<file path="config.mk">
export PLATFORM = sky130hd
export DESIGN_NAME = hnm_ofifo
export DESIGN_NICKNAME = d
export VERILOG_FILES = /design/src/hdl/heightmap_to_normal_map_assert.svh /design/src/hdl/hnm_pkg.sv /design/src/hdl/hnm_ofifo.sv
export SDC_FILE = /design/constraint.sdc
export NUM_CORES = 1
export LEC_CHECK = 0
export BUFFER_PORTS_ARGS = -buffer_cell sky130_fd_sc_hd__buf_4
export CORE_MARGIN = 2
export CORE_UTILIZATION = 41
export CTS_BUF_LIST = sky130_fd_sc_hd__clkbuf_2
export CTS_CLUSTER_SIZE = 12
export DETAILED_ROUTE_END_ITERATION = 6
export SETUP_SLACK_MARGIN = 0.02
export SYNTH_ARGS = -nofsm -noshare
export SYNTH_HDL_FRONTEND = slang
export SYNTH_SLANG_ARGS = --single-unit
</file>
<file path="constraint.sdc">
create_clock -name clk -period 3.4 [get_ports clk]
set_input_delay 0.51 -clock clk [delete_from_list [all_inputs] [get_ports clk]]
set_output_delay 0.51 -clock clk [all_outputs]
set_load 0.05 [all_outputs]
</file>
<file path="src/hdl/heightmap_to_normal_map_assert.svh">
// ----------------------------------------------------------------------------
// heightmap_to_normal_map assertion macros
// Concurrent assertion wrappers, compiled out for synthesis.
// ----------------------------------------------------------------------------
`ifndef HEIGHTMAP_TO_NORMAL_MAP_ASSERT_SVH
`define HEIGHTMAP_TO_NORMAL_MAP_ASSERT_SVH
`ifndef SYNTHESIS
`define HNM_ASSERT_IMPL(label, clk, rst, ante, cons) \
  label: assert property (@(posedge clk) disable iff (rst) (ante) |-> (cons)) \
    else $error("heightmap_to_normal_map: check failed");
`define HNM_ASSERT_NEXT(label, clk, rst, ante, cons) \
  label: assert property (@(posedge clk) disable iff (rst) (ante) |=> (cons)) \
    else $error("heightmap_to_normal_map: check failed");
`else
`define HNM_ASSERT_IMPL(label, clk, rst, ante, cons)
`define HNM_ASSERT_NEXT(label, clk, rst, ante, cons)
`endif
`endif

</file>
<file path="src/hdl/hnm_pkg.sv">
// ----------------------------------------------------------------------------
// hnm_pkg
// Shared types and constants of the heightmap to normal map block.
// ----------------------------------------------------------------------------
`default_nettype none
package hnm_pkg;

  localparam int MAX_SIDE_LOG2_DEF = 8;
  localparam int FIFO_DEPTH = 16;
  localparam int STEPS = 8;

  localparam logic [1:0] CFG_WIDTH_LOG2  = 2'd0;
  localparam logic [1:0] CFG_HEIGHT_LOG2 = 2'd1;
  localparam logic [1:0] CFG_Z_TERM      = 2'd2;

  localparam logic [3:0]  SIDE_LOG2_RST = 4'd8;
  localparam logic [15:0] Z_TERM_RST    = 16'd16384;
  localparam logic [15:0] SQ255         = 16'd65025;

  typedef struct packed {
    logic [7:0]  hc;
    logic [7:0]  hr;
    logic [7:0]  hd;
    logic [15:0] z;
    logic [7:0]  ref_h;
    logic        last;
  } norm_in_t;

  typedef struct packed {
    logic [7:0] normal_x;
    logic [7:0] normal_y;
    logic [7:0] normal_z;
    logic [7:0] relief;
    logic       last;
  } result_t;

endpackage
`default_nettype wire

</file>
<file path="src/hdl/hnm_ofifo.sv">
// ----------------------------------------------------------------------------
// hnm_ofifo
// Result queue in front of the output channel.
// ----------------------------------------------------------------------------
`default_nettype none
module hnm_ofifo import hnm_pkg::*; (
  input  logic    clk,
  input  logic    rst,
  input  logic    push,
  input  result_t wdata,
  input  logic    pop,
  output logic    valid,
  output result_t rdata
);

  localparam int PTRW = $clog2(FIFO_DEPTH);
  localparam int CNTW = $clog2(FIFO_DEPTH + 1);

  result_t         q [0:FIFO_DEPTH-1];
  logic [PTRW-1:0] wr_ptr, rd_ptr;
  logic [CNTW-1:0] count;

  assign valid = count != '0;
  assign rdata = q[rd_ptr];

  always_ff @(posedge clk) begin
    if (push) begin
      q[wr_ptr] <= wdata;
    end
  end

  always_ff @(posedge clk) begin
    if (rst) begin
      wr_ptr <= '0;
      rd_ptr <= '0;
      count  <= '0;
    end else begin
      if (push) begin
        wr_ptr <= wr_ptr + 1'b1;
      end
      if (pop) begin
        rd_ptr <= rd_ptr + 1'b1;
      end
      count <= count + CNTW'(push) - CNTW'(pop);
    end
  end

endmodule
`default_nettype wire

</file>
==> impl_summary.txt, run 1 <==
----------------------------------------------------
[Min path]
  Hold Path Stages ... 2
  Worst Hold Endpoint ... q[13][19]$_DFFE_PP_
  Path category of the worst min-delay check ... in2reg
  Min-Delay Startpoint ... wdata[19]

[Synth]
  Avg Inst Size Synth ... 22.9 um2
  Instance count of the mapped netlist ... 905
  Total nets after synthesis ... 954
  Yosys reg bits ... 545
  Cell type with the highest aggregate area in the netlist ... edfxtp_1
  Top cells by area in the synthesized netlist ... edfxtp_1 76%, mux4_2 12%, mux4_1 2.4%
  YS warnings ... 0
  Area share of the leading cell type in the synthesized netlist ... 76.4%
  Post-Syn Area ... 20,700 um2
  Count of distinct cell types in the synthesized netlist ... 30
  Sequential element share of the synthesized area ... 78.1%

[STA]
  Highest clock frequency the design can meet ... 0.285 GHz
  Maximum clock skew at final layout ... 0.0814 ns
  Post-route worst setup slack ... -0.109 ns
  Worst-margin pin slew ... 0.815 ns
  Period utilization ... 103%
  Period minus WS final ... 3.51 ns
  Number of hold-slack violations in the final timing report ... 0
  Slew Limit Headroom ... 45.7%
  Total count of max-transition violations in the final report ... 0
  Count of endpoints failing setup in the final report ... 32
  RSZ-0062 raised after global routing ... yes

[Die]
  Initial core utilization ... 41.4%
  Number of core rows ... 82
  X dimension of the die ... 229 um
  Count of boundary I/O pins ... 71
  Placeable core region ... 50,100 um2
  Die Height ... 229 um
  DIE AREA ... 52,400 um2

[Finish]
  Leading cell type in the layout, fill and taps excluded ... edfxtp_1
  Layout fillers ... 4,180
  Net total in the final layout ... 1,251
  Area of the multi-input gates ... 4400 um2
  Most frequent cells in the layout ... 528 x edfxtp_1, 203 x clkbuf_2, 123 x mux4_2
  Filler-free cell count of the finished design ... 1,962
  Final cell area excluding filler cells ... 25,000 um2
  Sequential cell area in the final layout ... 16,200 um2
  Fraction of layout cells with a size suffix above 1 ... 42.2%
  Area added between synthesis and finish ... 20.6%

[Power]
  Sequential power share ... 54.9%
  Maximum VDD drop ... 0.293 mV
  Clock power share ... 32.6%
  Switching Power ... 3.47 mW
  Net Sw Frac ... 25.3%
  Leakage Power ... 8.32 nW
  Share of total power in combinational logic ... 12.5%
  Internal power ... 10.2 mW
  Ratio of total power to cell area ... 547 nW/um2

[Routing]
  Wire length reported by the detailed router ... 48,800 um
  Detailed Route Iter0 Violations ... 795
  Drt drc ... 0
  Antenna-violating nets left ... 0
  Number of search-and-repair iterations in the first detailed-routing pass ... 5
  Final routed wire length divided by cell count ... 24.9 um
  Vias per Instance ... 5.32
  Via count of the routed design ... 10,447

[Setup path]
  Total buffers and inverters traversed by the critical path ... 3
  Cell-by-cell listing of the critical path ... buf_12 > buf_16 > mux4_2 > a22oi_1 > nand2_1 > buf_6
  Element type at the critical path end ... output port
  Highest cell delay on the worst timing path ... 0.51 ns
  Worst R2R Start ... wr_ptr[2]$_SDFFE_PP0P_
  Data required time of the worst path ... 2.89 ns
  Max FO, Critical Path ... 10
  Worst setup slack for register-to-register paths ... 1.28 ns
  Startpoint type of the worst setup path ... flop
  R2R Path End ... q[0][19]$_DFFE_PP_
  Arrival time worst endpoint ... 3.00 ns
  Category of the most critical setup path ... reg2out
  CP max stage cell ... mux4_2
  Path depth of the worst reg2reg path ... 3
  Critical path's top delay family ... buffers and inverters

[Clock network]
  Clock insertion delay at the later pin of the skew report ... 1.23 ns
  Maximum buffer depth of the clock tree ... 3
  Clock buffers created by TritonCTS ... 141
  Number of sinks driven by the clock tree ... 545
  H-tree lvl count ... 4
  TritonCTS clock tree ... done
  Root Driver ... clkbuf_2
  Clock-pin slew on the worst setup and hold paths ... 0.10 ns

[Flow run]
  Number of maximum-capacitance constraint violations ... 0

[Global routing]
  Antenna violations before repair ... 2
  First-pass GRT wire length ... 71,100 um
  Total global-route track usage ... 19.0%
  Maximum number of pins on one net before global-route repair ... 37
  Remaining global-route overflow ... 0
  Number of global-route vias before repair ... 11,027

[Outcome]
  Violated checks ... negative setup slack
  Outcome ... finished, violations left

[Placement]
  Final weighted congestion in routability-driven placement ... 0.686
  Area post-placement ... 22,300 um2
  Final HPWL from detailed placement ... 24,300 um
  Port buffer count ... 70
  Placed Instances ... 1,639

----------------------------------------------------
cells by family (layout without fill, tap and decap cells):
kind of cell / Yosys count / after routing / share of synthesized area [%]
and+or+nand+nor: 79 / 79 / 1.78
muxes: 134 / 134 / 14.8
DFF: 545 / 545 / 78.1
buffers and inverters: 55 / 438 / 1.72
adders and majority gates: 12 / 12 / 0.760
xor gates and xnor gates: 9 / 9 / 0.380
other: 0 / 2 / 0
AOI/OAI and AO/OA: 71 / 71 / 2.52
routing by layer:
layer,track usage (%),up-vias,wire length [um]
li1,-,4506,-
met1,25.4,5507,20700
met2,29.9,366,24200
met4,7.18,0,981
met5,0,-,0
met3,5.28,68,2820
power by group through the flow:
stage | registers [mW] | clock network (mW) | logic [mW]
final | 7.51 | 4.46 | 1.71
after global routing | 7.52 | 4.96 | 1.82
after CTS | 7.51 | 4.61 | 1.69
after detailed placement | 7.68 | 0 | 1.37
after global placement | 7.67 | 0 | 1.36
after floorplan | 7.64 | 0 | 0.983
stage by stage:
step           hold slack (ns)  setup slack [ns]  utilization [%]  power [mW]  TNS [ns]
4_1_cts               0.000744            -0.298             49.7        13.8     -7.96
3_3_place_gp             0.511             0.678             44.5        9.03         0
6_report                 0.171            -0.109             50.0        13.7     -1.56
5_1_grt                 0.0226            -0.315             50.0        14.3     -8.82
3_5_place_dp             0.526             0.660             44.5        9.05         0
2_1_floorplan            0.485              1.11                -        8.63         0
flip-flops by register name, summed over array words and instances (netlist names), named ones only:
| signal | cells |
|---|---|
| rd_ptr | 4 |
| q | 528 |
| count | 5 |
| wr_ptr | 4 |
worst reg2reg max path, cell delays in order (launching register included):
cell,delay (ns)
dfxtp_1,0.37
nor3b_1,0.38
and2_2,0.72
buf_4,0.36
repair_timing:
action | CTS | global route
gates resized for setup | 90 | 24
hold buffers | 65 | 0
hold endpoints to repair | 572 | 0
pin swaps | 22 | 13
gates cloned | 8 | 5
endpoints found under the setup margin | 33 | 33
setup buffers | 14 | 1
cell type report:
class	instances	area share (%)
clock inverters	26	0.960
well taps	672	3.36
repair buffers	201	9.16
flip-flops and latches	545	64.7
inverters	8	0.120
multi-input cells	305	17.6
clock buffers	203	4.06
diodes	2	0.0200
worst max path at each step:
stage | startpoint | to | slack (ns) | cells after the start
5_1_grt | flop | rdata[16] | -0.32 | 6
3_3_place_gp | flop | rdata[5] | 0.68 | 5
6_report | flop | rdata[27] | -0.11 | 6
4_1_cts | flop | rdata[18] | -0.30 | 7
3_5_place_dp | flop | rdata[10] | 0.66 | 5
2_1_floorplan | push | q[0][0]$_DFFE_PP_ | 1.11 | 3
synthesized netlist by cell type:
master / n
edfxtp_1: 528
mux4_2: 113
a22oi_1: 66
nand2_1: 36
clkbuf_1: 22
mux4_1: 19
and2_1: 17
dfxtp_1: 17
nor2_1: 15
buf_2: 12
ha_1: 11
inv_1: 8
buf_12: 6
xor2_1: 5
nor2b_1: 4
xnor2_1: 4
a21oi_1: 3
buf_1: 3
buf_6: 2
buf_8: 2
mux2i_1: 2
nand4_1: 2
a21o_1: 1
and3_1: 1
and3b_1: 1
fa_1: 1
nand3_1: 1
nor3b_1: 1
o21ai_0: 1
or3_1: 1
Note: power is estimated with default switching activity, not from simulation.
==> inputs of run 2 (changes only) <==
SKIP_LAST_GASP = 1   (was default)
==> impl_summary.txt, run 2 (same netlist as run 1, synthesis figures left out) <==
----------------------------------------------------
[STA]
  Maximum clock skew at final layout ... 0.0761 ns (-0.00535 ns)
  Slew Limit Headroom ... 45.0% (-0.66 points)
  Post-route worst setup slack ... -0.107 ns (+0.00171 ns)
  Period utilization ... 103% (about the same)
  Count of endpoints failing setup in the final report ... 31 (-3.1%)
  Highest clock frequency the design can meet ... 0.285 GHz (about the same)
  Total count of max-transition violations in the final report ... 0 (unchanged)
  Worst-margin pin slew ... 0.825 ns (+0.00996 ns)
  Final sum of negative setup slack ... -1.93 ns (-0.373 ns)
  Period minus WS final ... 3.51 ns (-0.00171 ns)
  RSZ-0062 raised after global routing ... yes
  Number of hold-slack violations in the final timing report ... 0 (unchanged)

[Routing]
  Final routed wire length divided by cell count ... 24.9 um (about the same)
  Via count of the routed design ... 10,458 (+0.11%)
  Antenna-violating nets left ... 0 (unchanged)
  Top sig layer ... met4
  Drt drc ... 0 (unchanged)
  Number of search-and-repair iterations in the first detailed-routing pass ... 5 (unchanged)
  Detailed-routed wire length on met2 ... 24,300 um (+0.33%)
  Amount of wire on met3 after detailed routing ... 2750 um (-2.3%)
  Vias per Instance ... 5.32 (about the same)
  Wire length reported by the detailed router ... 48,900 um (+0.19%)
  Detailed Route Iter0 Violations ... 841 (+5.8%)
  DRT met1 WL ... 20,800 um (+0.41%)

[Flow run]
  Number of maximum-capacitance constraint violations ... 0 (unchanged)

[Finish]
  Net total in the final layout ... 1,254 (+0.24%)
  Leading cell type in the layout, fill and taps excluded ... edfxtp_1
  Largest register by flop count ... q
  Most frequent cells in the layout ... 528 x edfxtp_1, 203 x clkbuf_2, 119 x mux4_2
  Fraction of layout cells with a size suffix above 1 ... 42.3% (+0.057 points)
  Filler-free cell count of the finished design ... 1,965 (+0.15%)
  Largest registers in the final layout ... q x528, count x5
  Largest register FFs ... 528 (unchanged)
  Final cell area excluding filler cells ... 25,100 um2 (+0.33%)
  Area added between synthesis and finish ... 21.0%

[Power]
  Maximum VDD drop ... 0.294 mV (+0.34%)
  Ratio of total power to cell area ... 545 nW/um2 (-0.20%)
  Total power after layout ... 13.7 mW (+0.14%)
  Leakage Power ... 8.36 nW (+0.50%)

[Min path]
  Path category of the worst min-delay check ... in2reg

[Placement]
  Final HPWL from detailed placement ... 24,300 um (unchanged)
  Port buffer count ... 70 (unchanged)
  Area post-placement ... 22,300 um2 (unchanged)
  Final weighted congestion in routability-driven placement ... 0.686 (unchanged)
  Worst slack at placement ... 0.660 ns (unchanged)
  Placed Instances ... 1,639 (unchanged)

[Outcome]
  Outcome ... finished, violations left
  Violated checks ... negative setup slack

[Die]
  Initial core utilization ... 41.4% (unchanged)
  X dimension of the die ... 229 um (unchanged)
  Number of core rows ... 82 (unchanged)
  Die Height ... 229 um (unchanged)
  DIE AREA ... 52,400 um2 (unchanged)
  Placeable core region ... 50,100 um2 (unchanged)
  Count of boundary I/O pins ... 71 (unchanged)

[Global routing]
  Remaining global-route overflow ... 0 (unchanged)
  Antenna violations before repair ... 2 (unchanged)
  Maximum number of pins on one net before global-route repair ... 37 (unchanged)
  Number of global-route vias before repair ... 10,998 (-0.26%)
  First-pass GRT wire length ... 71,000 um (-0.19%)
  Total global-route track usage ... 19.0% (-0.029 points)

[Setup path]
  Data required time of the worst path ... 2.89 ns (about the same)
  Max FO, Critical Path ... 5 (-5)
  Arrival time worst endpoint ... 3.00 ns (about the same)
  Startpoint type of the worst setup path ... flop
  Category of the most critical setup path ... reg2out
  Element type at the critical path end ... output port

[Clock network]
  H-tree lvl count ... 4 (unchanged)
  Clock insertion delay at the later pin of the skew report ... 1.24 ns (about the same)
  Maximum buffer depth of the clock tree ... 3 (unchanged)
  Clock-pin slew on the worst setup and hold paths ... 0.10 ns (about the same)
  Number of sinks driven by the clock tree ... 545 (unchanged)
  Clock buffers created by TritonCTS ... 141 (unchanged)
  TritonCTS clock tree ... done
  Root Driver ... clkbuf_2

----------------------------------------------------
[run 2: changes by cell type in the layout (fill, tap and decap cells not counted), sizes merged]
| cell | previous run | this run |
|---|---|---|
| clkbuf | 207 | 210 |
[run 2: worst max-delay path, stage by stage, from the launching register on]
cell	delay, ns
dfxtp_4	0.40
buf_4	0.13
buf_12	0.13
buf_12	0.13
mux4_2	0.50
a22oi_1	0.23
nand2_2	0.14
buf_6	0.18
[run 2: through the flow]
step / hold slack, ns / utilization [%]
3_5_place_dp: 0.526 / 44.5
5_1_grt: 0.0184 / 50.2
3_3_place_gp: 0.511 / 44.5
4_1_cts: 0.000744 / 49.6
2_1_floorplan: 0.485 / -
6_report: 0.161 / 50.2
[run 2: timing repair]
item	CTS	global route
setup buffers	14	2
gates cloned	8	7
resized for setup	71	36
endpoints found under the hold margin	572	0
setup endpoints to repair	33	33
hold buffers	65	0
pin swaps	21	25
[run 2: worst paths after layout]
| path | from | endpoint | slack, ns | depth (start not counted) |
|---|---|---|---|---|
| setup reg to reg | wr_ptr[2]$_SDFFE_PP0P_ | q[0][19]$_DFFE_PP_ | 1.29 | 3 |
| setup / recovery | flop | rdata[3] | -0.11 | 7 |
| hold reg to reg | rd_ptr[3]$_SDFFE_PP0P_ | rd_ptr[3]$_SDFFE_PP0P_ | 0.54 | 2 |
| hold / removal | wdata[19] | q[13][19]$_DFFE_PP_ | 0.16 | 2 |
[run 2: power breakdown]
part           leakage, nW  total [mW]  switching, mW  internal (mW)
Combinational         2.49        1.72          0.920          0.804
Sequential            4.91        7.50         0.0432           7.46
Clock                0.963        4.47           2.51           1.95
[run 2: metal layers]
metal	up-vias	track usage [%]
met2	373	30.0
met1	5496	25.3
met3	70	5.29
li1	4519	-
met4	0	7.12
met5	-	0
[run 2: final cells by class]
cell class	count	area, um2
Antenna cell	2	5.00
Clock buffer	203	1020
Clock inverter	26	240
Fill cell	4175	25000
Inverter	8	30.0
Multi-Input combinational cell	305	4430
Sequential cell	545	16200
Tap cell	672	841
Timing Repair Buffer	204	2340
